## config.mk

```make
export PLATFORM = sky130hd
export DESIGN_NAME = hamming_syndrome_codec
export DESIGN_NICKNAME = d
export VERILOG_FILES = /design/src/rtl/core/hsc_pkg.sv /design/src/rtl/core/hsc_front.sv /design/src/rtl/core/hsc_queue.sv /design/src/rtl/core/hsc_back.sv /design/src/rtl/core/hamming_syndrome_codec.sv
export SDC_FILE = /design/constraint.sdc
export NUM_CORES = 1
export LEC_CHECK = 0
export BUFFER_PORTS_ARGS = -buffer_cell sky130_fd_sc_hd__buf_4
export CORE_AREA = 2 2 116 118
export CTS_CLUSTER_SIZE = 10
export DETAILED_ROUTE_END_ITERATION = 7
export DIE_AREA = 0 0 118 120
export PLACE_DENSITY = 0.75
export REMOVE_ABC_BUFFERS = 1
export SYNTH_ARGS = -nofsm -noshare
export SYNTH_HDL_FRONTEND = slang
export SYNTH_SLANG_ARGS = --single-unit
```

## constraint.sdc

```tcl
create_clock -name clk_i -period 4.4 [get_ports clk_i]
set_input_delay 1.1 -clock clk_i [delete_from_list [all_inputs] [get_ports clk_i]]
set_output_delay 1.1 -clock clk_i [all_outputs]
set_load 0.02 [all_outputs]
```

## src/rtl/core/hsc_pkg.sv

```systemverilog
// Package for the Hamming syndrome codec: beat types, job type and field codes.
// Has no dependencies. The front, queue, back and top-level modules use it.
package hsc_pkg;

  localparam int unsigned SYN_W = 16;  // width of the syndrome field
  localparam int unsigned NB_W  = 5;   // holds a parity-bit count of up to SYN_W

  localparam logic ACT_DATA  = 1'b0;
  localparam logic ACT_CHECK = 1'b1;

  localparam logic MODE_ENCODE = 1'b0;
  localparam logic MODE_CHECK  = 1'b1;

  localparam logic KIND_PARITY = 1'b0;
  localparam logic KIND_STATUS = 1'b1;

  localparam logic [1:0] ST_CLEAN      = 2'd0;
  localparam logic [1:0] ST_SINGLE     = 2'd1;
  localparam logic [1:0] ST_BEYOND     = 2'd2;
  localparam logic [1:0] ST_WRONG_SIZE = 2'd3;

  typedef struct packed {
    logic action;
    logic bit_value;
    logic last;
  } in_item_t;

  typedef struct packed {
    logic             kind;
    logic             parity_bit;
    logic [SYN_W-1:0] syndrome;
    logic [1:0]       status;
    logic             end_of_run;
  } out_item_t;

  // One finished word: either a run of parity bits or one status result.
  typedef struct packed {
    logic             is_status;
    logic [SYN_W-1:0] data;    // parity accumulator or syndrome
    logic [NB_W-1:0]  nbits;   // parity bits to emit
    logic [1:0]       status;
  } job_t;

endpackage

```

## src/rtl/core/hsc_front.sv

```systemverilog
// Front end of the Hamming syndrome codec: takes code bits, keeps the word state
// and turns each finished word into a job. Depends on hsc_pkg.
module hsc_front #(
  parameter int unsigned MAX_DATA_BITS = 1024
) (
  input  logic            clk_i,
  input  logic            rst_ni,
  input  logic            cfg_we_i,
  input  logic            cfg_wdata_i,
  input  logic            in_valid_i,
  output logic            in_ready_o,
  input  hsc_pkg::in_item_t in_data_i,
  input  logic            q_full_i,
  output logic            q_push_o,
  output hsc_pkg::job_t   q_job_o
);

  localparam int unsigned CNT_W = $clog2(MAX_DATA_BITS + 1);
  localparam int unsigned IDX_W = $clog2(CNT_W + 1);
  localparam logic [CNT_W-1:0] MAX_CNT = CNT_W'(MAX_DATA_BITS);
  localparam logic [IDX_W-1:0] IDX_MAX = '1;

  function automatic logic [IDX_W-1:0] bit_len(input logic [CNT_W-1:0] v);
    logic [IDX_W-1:0] n;
    n = '0;
    for (int unsigned i = 0; i < CNT_W; i++) begin
      if (v[i]) begin
        n = IDX_W'(i + 1);
      end
    end
    return n;
  endfunction

  logic             mode_q;
  logic [CNT_W-1:0] cnt_q, cnt_d;
  logic [CNT_W-1:0] acc_q, acc_d;
  logic [IDX_W-1:0] idx_q, idx_d;
  logic [CNT_W-1:0] stored_q, stored_d;

  logic             in_fire;
  logic             cnt_inc;
  logic [CNT_W-1:0] cnt_nxt, acc_nxt, stored_nxt, mask, syn;
  logic [IDX_W-1:0] idx_nxt, need_enc, need_chk;

  assign in_ready_o = !q_full_i;
  assign in_fire    = in_valid_i && in_ready_o;

  always_comb begin
    cnt_inc  = (cnt_q != MAX_CNT);
    cnt_nxt  = cnt_inc ? cnt_q + CNT_W'(1) : cnt_q;
    acc_nxt  = (cnt_inc && in_data_i.bit_value) ? (acc_q ^ cnt_nxt) : acc_q;
    need_enc = bit_len(cnt_nxt);
    need_chk = bit_len(cnt_q);

    stored_nxt = stored_q;
    for (int unsigned i = 0; i < CNT_W; i++) begin
      if (idx_q == IDX_W'(i) && in_data_i.bit_value) begin
        stored_nxt[i] = 1'b1;
      end
      mask[i] = (IDX_W'(i) < need_chk);
    end
    idx_nxt = (idx_q == IDX_MAX) ? idx_q : idx_q + IDX_W'(1);
    syn     = (acc_q ^ stored_nxt) & mask;
  end

  always_comb begin
    cnt_d    = cnt_q;
    acc_d    = acc_q;
    idx_d    = idx_q;
    stored_d = stored_q;
    q_push_o = 1'b0;
    q_job_o  = '0;
    if (in_fire) begin
      if (in_data_i.action == hsc_pkg::ACT_DATA) begin
        cnt_d = cnt_nxt;
        acc_d = acc_nxt;
        if (in_data_i.last && mode_q == hsc_pkg::MODE_ENCODE) begin
          q_push_o          = 1'b1;
          q_job_o.is_status = 1'b0;
          q_job_o.data      = hsc_pkg::SYN_W'(acc_nxt);
          q_job_o.nbits     = hsc_pkg::NB_W'(need_enc);
          cnt_d             = '0;
          acc_d             = '0;
          idx_d             = '0;
          stored_d          = '0;
        end
      end else if (mode_q == hsc_pkg::MODE_CHECK) begin
        idx_d    = idx_nxt;
        stored_d = stored_nxt;
        if (in_data_i.last) begin
          q_push_o          = 1'b1;
          q_job_o.is_status = 1'b1;
          if (cnt_q == '0 || idx_nxt < need_chk) begin
            q_job_o.status = hsc_pkg::ST_WRONG_SIZE;
          end else begin
            q_job_o.data = hsc_pkg::SYN_W'(syn);
            if (syn == '0) begin
              q_job_o.status = hsc_pkg::ST_CLEAN;
            end else if (syn <= cnt_q) begin
              q_job_o.status = hsc_pkg::ST_SINGLE;
            end else begin
              q_job_o.status = hsc_pkg::ST_BEYOND;
            end
          end
          cnt_d    = '0;
          acc_d    = '0;
          idx_d    = '0;
          stored_d = '0;
        end
      end
    end
  end

  always_ff @(posedge clk_i or negedge rst_ni) begin
    if (!rst_ni) begin
      mode_q   <= hsc_pkg::MODE_ENCODE;
      cnt_q    <= '0;
      acc_q    <= '0;
      idx_q    <= '0;
      stored_q <= '0;
    end else begin
      if (cfg_we_i) begin
        mode_q <= cfg_wdata_i;
      end
      cnt_q    <= cnt_d;
      acc_q    <= acc_d;
      idx_q    <= idx_d;
      stored_q <= stored_d;
    end
  end

endmodule

```

## src/rtl/core/hsc_queue.sv

```systemverilog
// Short job queue between the front and back of the Hamming syndrome codec.
// Registers only; depends on hsc_pkg for the job type.
module hsc_queue #(
  parameter int unsigned DEPTH = 2
) (
  input  logic          clk_i,
  input  logic          rst_ni,
  input  logic          push_i,
  input  hsc_pkg::job_t job_i,
  output logic          full_o,
  input  logic          pop_i,
  output logic          valid_o,
  output hsc_pkg::job_t job_o
);

  localparam int unsigned PTR_W = (DEPTH > 1) ? $clog2(DEPTH) : 1;
  localparam int unsigned CNT_W = $clog2(DEPTH + 1);
  localparam logic [PTR_W-1:0] LAST_PTR = PTR_W'(DEPTH - 1);
  localparam logic [CNT_W-1:0] DEPTH_CNT = CNT_W'(DEPTH);

  hsc_pkg::job_t    slot_q [DEPTH];
  logic [PTR_W-1:0] wptr_q, rptr_q;
  logic [CNT_W-1:0] cnt_q;

  assign full_o  = (cnt_q == DEPTH_CNT);
  assign valid_o = (cnt_q != '0);
  assign job_o   = slot_q[rptr_q];

  always_ff @(posedge clk_i) begin
    if (push_i) begin
      slot_q[wptr_q] <= job_i;
    end
  end

  always_ff @(posedge clk_i or negedge rst_ni) begin
    if (!rst_ni) begin
      wptr_q <= '0;
      rptr_q <= '0;
      cnt_q  <= '0;
    end else begin
      if (push_i) begin
        wptr_q <= (wptr_q == LAST_PTR) ? '0 : wptr_q + PTR_W'(1);
      end
      if (pop_i) begin
        rptr_q <= (rptr_q == LAST_PTR) ? '0 : rptr_q + PTR_W'(1);
      end
      if (push_i && !pop_i) begin
        cnt_q <= cnt_q + CNT_W'(1);
      end else if (pop_i && !push_i) begin
        cnt_q <= cnt_q - CNT_W'(1);
      end
    end
  end

  a_no_push_full: assert property (@(posedge clk_i) disable iff (!rst_ni)
    push_i |-> !full_o || pop_i)
    else $error("job pushed into a full queue");

  a_no_pop_empty: assert property (@(posedge clk_i) disable iff (!rst_ni)
    pop_i |-> valid_o)
    else $error("job popped from an empty queue");

  a_count_range: assert property (@(posedge clk_i) disable iff (!rst_ni)
    cnt_q <= DEPTH_CNT)
    else $error("queue fill count out of range");

endmodule

```

## src/rtl/core/hsc_back.sv

```systemverilog
// Back end of the Hamming syndrome codec: expands jobs into result beats and
// holds them in the output register. Depends on hsc_pkg.
module hsc_back (
  input  logic               clk_i,
  input  logic               rst_ni,
  input  logic               q_valid_i,
  input  hsc_pkg::job_t      q_job_i,
  output logic               q_pop_o,
  output logic               out_valid_o,
  input  logic               out_ready_i,
  output hsc_pkg::out_item_t out_data_o
);

  logic                      out_valid_q, out_valid_d;
  hsc_pkg::out_item_t        out_q, out_d;
  logic [hsc_pkg::NB_W-1:0]  rem_q, rem_d;
  logic [hsc_pkg::SYN_W-1:0] shf_q, shf_d;
  logic                      load;

  assign load        = !out_valid_q || out_ready_i;
  assign q_pop_o     = load && (rem_q == '0) && q_valid_i;
  assign out_valid_o = out_valid_q;
  assign out_data_o  = out_q;

  always_comb begin
    out_valid_d = out_valid_q;
    out_d       = out_q;
    rem_d       = rem_q;
    shf_d       = shf_q;
    if (load) begin
      out_d = '0;
      if (rem_q != '0) begin
        // Continue the parity run of the current word.
        out_valid_d      = 1'b1;
        out_d.kind       = hsc_pkg::KIND_PARITY;
        out_d.parity_bit = shf_q[0];
        out_d.end_of_run = (rem_q == hsc_pkg::NB_W'(1));
        shf_d            = shf_q >> 1;
        rem_d            = rem_q - hsc_pkg::NB_W'(1);
      end else if (q_valid_i) begin
        out_valid_d = 1'b1;
        if (q_job_i.is_status) begin
          out_d.kind       = hsc_pkg::KIND_STATUS;
          out_d.syndrome   = q_job_i.data;
          out_d.status     = q_job_i.status;
          out_d.end_of_run = 1'b1;
        end else begin
          out_d.kind       = hsc_pkg::KIND_PARITY;
          out_d.parity_bit = q_job_i.data[0];
          out_d.end_of_run = (q_job_i.nbits == hsc_pkg::NB_W'(1));
          shf_d            = q_job_i.data >> 1;
          rem_d            = q_job_i.nbits - hsc_pkg::NB_W'(1);
        end
      end else begin
        out_valid_d = 1'b0;
      end
    end
  end

  always_ff @(posedge clk_i) begin
    out_q <= out_d;
    shf_q <= shf_d;
  end

  always_ff @(posedge clk_i or negedge rst_ni) begin
    if (!rst_ni) begin
      out_valid_q <= 1'b0;
      rem_q       <= '0;
    end else begin
      out_valid_q <= out_valid_d;
      rem_q       <= rem_d;
    end
  end

  a_run_has_beat: assert property (@(posedge clk_i) disable iff (!rst_ni)
    rem_q != '0 |-> out_valid_q && out_q.kind == hsc_pkg::KIND_PARITY
      && !out_q.end_of_run)
    else $error("parity run pending without an open parity beat");

endmodule

```

## src/rtl/core/hamming_syndrome_codec.sv

```systemverilog
// Hamming syndrome codec top level: front end, job queue and back end.
// Depends on hsc_pkg, hsc_front, hsc_queue and hsc_back.
//
// Usage:
//   Code bits enter one per beat on the in channel (action, bit_value, last).
//   The mode register (cfg_we_i/cfg_wdata_i) selects encode or check; write it
//   only while the block is idle. In encode mode the last data bit of a word
//   produces one parity beat per check bit, lowest index first, the final one
//   flagged end_of_run. In check mode the last stored check bit produces one
//   status beat carrying the syndrome and status.
//   Throughput: one input beat per cycle while the job queue is not full. The front
//   end does one XOR and one increment per data bit. The back end sends one result
//   beat per cycle while the receiver is ready.
//   Path: the job of a word is written into the queue when its last input beat
//   is accepted, and the back end moves it into the output register once the
//   earlier result beats are sent and the output register is free.
//   Stalls: a two-entry queue of finished words sits between front and back.
//   When the receiver stalls and the queue fills, in_ready_o drops.
//   Reset clears the mode to encode, the word state, the queue and the output.
module hamming_syndrome_codec #(
  parameter int unsigned MAX_DATA_BITS = 1024
) (
  input  logic               clk_i,
  input  logic               rst_ni,
  input  logic               cfg_we_i,
  input  logic               cfg_wdata_i,
  input  logic               in_valid_i,
  output logic               in_ready_o,
  input  hsc_pkg::in_item_t  in_data_i,
  output logic               out_valid_o,
  input  logic               out_ready_i,
  output hsc_pkg::out_item_t out_data_o
);

  logic          q_full, q_push, q_pop, q_valid;
  hsc_pkg::job_t job_in, job_out;

  hsc_front #(
    .MAX_DATA_BITS(MAX_DATA_BITS)
  ) u_front (
    .clk_i      (clk_i),
    .rst_ni     (rst_ni),
    .cfg_we_i   (cfg_we_i),
    .cfg_wdata_i(cfg_wdata_i),
    .in_valid_i (in_valid_i),
    .in_ready_o (in_ready_o),
    .in_data_i  (in_data_i),
    .q_full_i   (q_full),
    .q_push_o   (q_push),
    .q_job_o    (job_in)
  );

  hsc_queue #(
    .DEPTH(2)
  ) u_queue (
    .clk_i  (clk_i),
    .rst_ni (rst_ni),
    .push_i (q_push),
    .job_i  (job_in),
    .full_o (q_full),
    .pop_i  (q_pop),
    .valid_o(q_valid),
    .job_o  (job_out)
  );

  hsc_back u_back (
    .clk_i      (clk_i),
    .rst_ni     (rst_ni),
    .q_valid_i  (q_valid),
    .q_job_i    (job_out),
    .q_pop_o    (q_pop),
    .out_valid_o(out_valid_o),
    .out_ready_i(out_ready_i),
    .out_data_o (out_data_o)
  );

endmodule
```

; After elaboration in Yosys (flattened, before gate mapping)
; Memory sizes are Yosys's and may differ from the RTL's.
; Index checks and enable logic that the tools add are counted.
[op_classes]
n_addsub = 8
magnitude_cmp = 13
mux = 89
reduce_logical = 38
n_eq_ne = 18
n_bitwise = 6
[ops]
columns = operator, count
row1 = 11-bit two-way mux, 13
row2 = 4-bit two-way mux, 19
row3 = 17-bit two-way mux, 3
row4 = 16-bit two-way mux, 3
row5 = 1-bit two-way mux, 29
row6 = 24-bit two-way mux, 1
row7 = 11-bit logical NOT, 2
row8 = 11-bit XOR, 2
row9 = 2-bit two-way mux, 10
row10 = 20-bit two-way mux, 1
row11 = 5-bit two-way mux, 4
row12 = 1-bit logical AND, 18
row13 = 18-bit two-way mux, 1
row14 = 4-bit by 3-bit == test with 1-bit output (second input constant), 4
row15 = 4-bit == test (second input constant), 4
row16 = 3-bit by 4-bit < comparator with 1-bit output (first input constant), 4
row17 = 15-bit two-way mux, 1
row18 = 4-bit < comparator (first input constant), 3
row19 = 3-bit two-way mux, 4
row20 = 11-bit by 1-bit adder with 11-bit output (second input constant), 1
row21 = 11-bit bitwise AND, 1
row22 = 11-bit less-or-equal comparator, 1
row23 = 11-bit inequality test (second input constant), 1
row24 = 5-bit by 1-bit == test with 1-bit output (second input constant), 2
row25 = 23 further kinds, 40
[totals]
ramBits = 48
word_cells = 190
inputBits = 9
regBits = 85
mem_count = 1
[memory_table]
columns = memory, words, word_bits, rd, rd_ports_with_merged_regs, write_ports, line_no
row1 = u_queue.slot_q, 2, 24, 1, 0, 1, hsc_queue.sv:21  ; hsc_pkg::job_t slot_q [DEPTH];

; Longest topological paths before layout
[logic_depth]
word_depth = 21
ltp_mapped = 14
depth_no_buf = 13

; Modules after synthesis
; Synthesis repeated with hierarchy kept, for this count alone.
[hier_totals]
cells_unflattened = 692
hier_area_um2 = 7462.2
[modules_own_cells]
columns = mod, area_each_um2, n_inst, cells_each
row1 = hsc_front, 3527.1, 1, 464
row2 = hsc_queue, 2023.2, 1, 91
row3 = hsc_back, 1911.8, 1, 137

; Worst setup path after synthesis
; No wires, ideal clock.
[synth_timing]
path_type = input to register
from = in in_data_i[1] in the netlist's numbering
to = mem u_queue.slot_q[0][0] in the netlist's numbering, data pin
arrival_ps = 3116
path_stages = 12
required_time_ps = 4125
path_slack_ps = 1009
setup_ps = 275
path_cell_list = buf_2 > and2_1 > a21oi_1 > mux2i_1 > inv_1 > ha_1 > nor2_1 > or3_1 > a211oi_1 > o21ai_0 > nand3_1 > o211ai_1
[synth_rtl]
columns = item, line_no
row1 = start: declaration, hamming_syndrome_codec.sv:29  ; input hsc_pkg::in_item_t in_data_i,
row2 = end: declaration, hsc_queue.sv:21

==> results.cfg <==
[route]
final_antenna_net_count = 0
remaining_drc_errors = 0
drt_iter0_markers = 414
drtPass1Iterations = 5
detailroute.via_count = 4819
routed_wire_length_per_instance_um = 17.9
finalWirelength_mm = 14.8
route.detailed.vias_per_inst = 5.81

[sta]
timing.slew.headroom = 0.394
tightestPinTransition_ns = 0.906
max_freq_mhz = 290
layout_worst_path_cycle_share = 0.784
tns_ns = 0
hold_violations = 0
post-route-min-period_ns = 3.45
drv_slew = 0
finalSetupViolations = 0
grt_setup_unrepaired = false
fin_skew_ns = 0.00720

[outcome]
outcome = complete, no violations

[global_route]
grt_remaining_overflow = 0
grt_pass1_wl_mm = 24.3
globalRouteTotalUtil = 0.219
grt_start_max_net_pins = 49
antenna_found_initial = 0
first_global_vias = 4612

[flow_run]
max-cap-violations = 0

[synthesis]
synth.ff_latch_count = 110
synth-simple-area-share = 0.179
synth_cell_types = 71
synth_fa_ha_area_frac = 0.0515
synth_cells = 635
synth_flop_cell = edfxtp_1
synth-seq-area-share = 0.485
muxShareOfSynthArea = 0.0379
synth_xor_xnor_area_share = 0.0458
syn-cell-area_um2 = 6310
postSynth.asyncResetShare = 0.436
synth_top_family_by_area = simple AND/OR/NAND/NOR gates
synthesis.area_per_instance_um2 = 9.94
compound_cell_area_share_of_the_yosys_netlist = 0.151
yosysWarningCount = 0
synth-edff-count = 62

[floorplanning]
initial_core_utilization = 0.486
rows = 42
fp.dieW_um = 118
boundaryPins = 32
die-height_um = 120
die-area_um2 = 14200
design.core.area_um2 = 13000

[final_layout]
diodes = 0
fin_area_um2 = 6900
synthToLayoutAreaGrowth_pct = 9.28
share_of_cells_above_drive_strength_1 = 0.0995
leading_cell_type_in_the_layout_fill_and_taps_excluded = nor2_1
fillerInstances = 1188
final_nets = 683
final_cells = 829
leading_cell_types_in_the_layout_fill_and_taps_excluded = 66 x nor2_1, 62 x edfxtp_1, 58 x nand2_1, 53 x o21ai_0, 48 x dfrtp_1

[worst_setup_path]
worst-endpoint-required_ns = 4.48
critPathMaxFanout = 11
crit_arrival_ns = 3.54
timing.critical_path.to_type = flop
timing.setup.critical_path_class = reg -> reg
cp-start-kind = flop
startpoint = u_front.cnt_q[2]$_DFFE_PN0P_
r2r-start = u_front.cnt_q[2]$_DFFE_PN0P_

[pwr]
pwr_density_cell_nw_per_um2 = 533
max-vdd-ir-drop_mv = 0.380
static-leakage-power_nw = 2.83

[clock_tree]
cts-resized-gates = 0
cts_sinks = 110
ctsHtreeMaxLevel = 3
tritoncts = done
setup_repair_bufs_after_cts = 0
clockRootBuffer = clkbuf_16
clk_latency_ns = 0.35
clock_buffer_count_from_cts = 9
worst_setup_hold_path_clk_slew_ns = 0.07
cts_hold_buffers = 0
max-clock-path-buffers = 2

[place]
place.gp.congestion = 0.981
postPlaceCellArea_um2 = 6600
post-place-cells = 813
dpl.hpwl_mm = 11.1
placement.io_buffers = 26

[hold_path]
min_from = u_queue.wptr_q$_DFFE_PN0P_
hp-class = reg -> reg
## state kept, by name (all words and copies together) (netlist names), 2 cells and up
register / cells
u_back.out_data_o: 16
u_back.rem_q: 5
u_back.shf_q: 10
u_front.acc_q: 11
u_front.cnt_q: 11
u_front.idx_q: 4
u_front.stored_q: 11
u_queue.cnt_q: 2
u_queue.slot_q: 36
## report_power, final
part,switching [mW],internal [mW]
combinational,0.826,0.547
clock,0.373,0.448
sequential,0.186,1.30
total,1.38,2.29
## worst max-delay path: stages, from the launching register on
cell and delay (ns):
dfrtp_1 0.54, nor2_1 0.11, o31ai_1 0.45, a21boi_0 0.27, ha_1 0.34, o21a_1 0.11
o21ai_0 0.09, a32oi_1 0.21, o211ai_1 0.41, o32ai_1 0.65
## area by class of cell
type,count,area (um^2),share of cell area
well taps,176,220,0.0319
clock buffers,10,229,0.0332
inverters,30,113,0.0163
repair buffers,33,248,0.0359
multi-input cells,464,2950,0.428
flip-flops and latches,110,3060,0.444
clock inverters,6,70.1,0.0102
## path summary, 6_finish.rpt
check                                             endpoint  slack, ns  cells after the start
setup / recovery           u_queue.slot_q[0][16]$_DFFE_PP_       0.95                      9
hold / removal                  u_queue.wptr_q$_DFFE_PN0P_       0.49                      1
setup reg to reg           u_queue.slot_q[0][16]$_DFFE_PP_       0.95                      9
hold reg to reg                 u_queue.wptr_q$_DFFE_PN0P_       0.49                      1
max in group asynchronous     u_front.acc_q[5]$_DFFE_PN0P_       3.20                      1
min in group asynchronous     u_front.cnt_q[0]$_DFFE_PN0P_       0.76                      1
## cells by family (layout without fill, tap and decap cells)
group / count (synthesis) / in the layout
AOI/OAI and AO/OA: 155 / 155
xor gates and xnor gates: 33 / 33
adders and majority gates: 26 / 26
buffers and inverters: 65 / 79
DFF: 110 / 110
muxes: 23 / 23
other: 1 / 5
and+or+nand+nor: 222 / 222
## cells in the mapped netlist (13+ instances only)
cell,count,area share
clkbuf_1,15,0.0089
xnor2_1,22,0.031
o22ai_1,13,0.013
dfrtp_1,48,0.19
edfxtp_1,62,0.30
nand3_1,23,0.018
ha_1,26,0.052
inv_1,29,0.017
a21oi_1,34,0.027
o21ai_0,53,0.042
nor2_1,66,0.039
nand2_1,58,0.034
mux2i_1,19,0.030
## metal layers
metal  GRT usage  share of wire  up-vias
met3      0.0409          0.043       15
met1       0.306           0.47     2359
met4      0.0437          0.011        0
met5           0              0        -
li1            -              -     2314
met2       0.360           0.48      131
## through the flow
stage | util | power [mW] | hold WS (ns) | worst slack [ns]
5_1_grt | 0.531 | 3.90 | 0.518 | 0.726
3_5_place_dp | 0.508 | 2.86 | 0.475 | 0.709
6_report | 0.531 | 3.68 | 0.490 | 0.949
4_1_cts | 0.531 | 3.68 | 0.487 | 1.00
3_3_place_gp | 0.508 | 2.82 | 0.471 | 0.729
2_1_floorplan | - | 2.45 | 0.455 | 1.03
No activity file was read; power rests on OpenSTA's default activity.
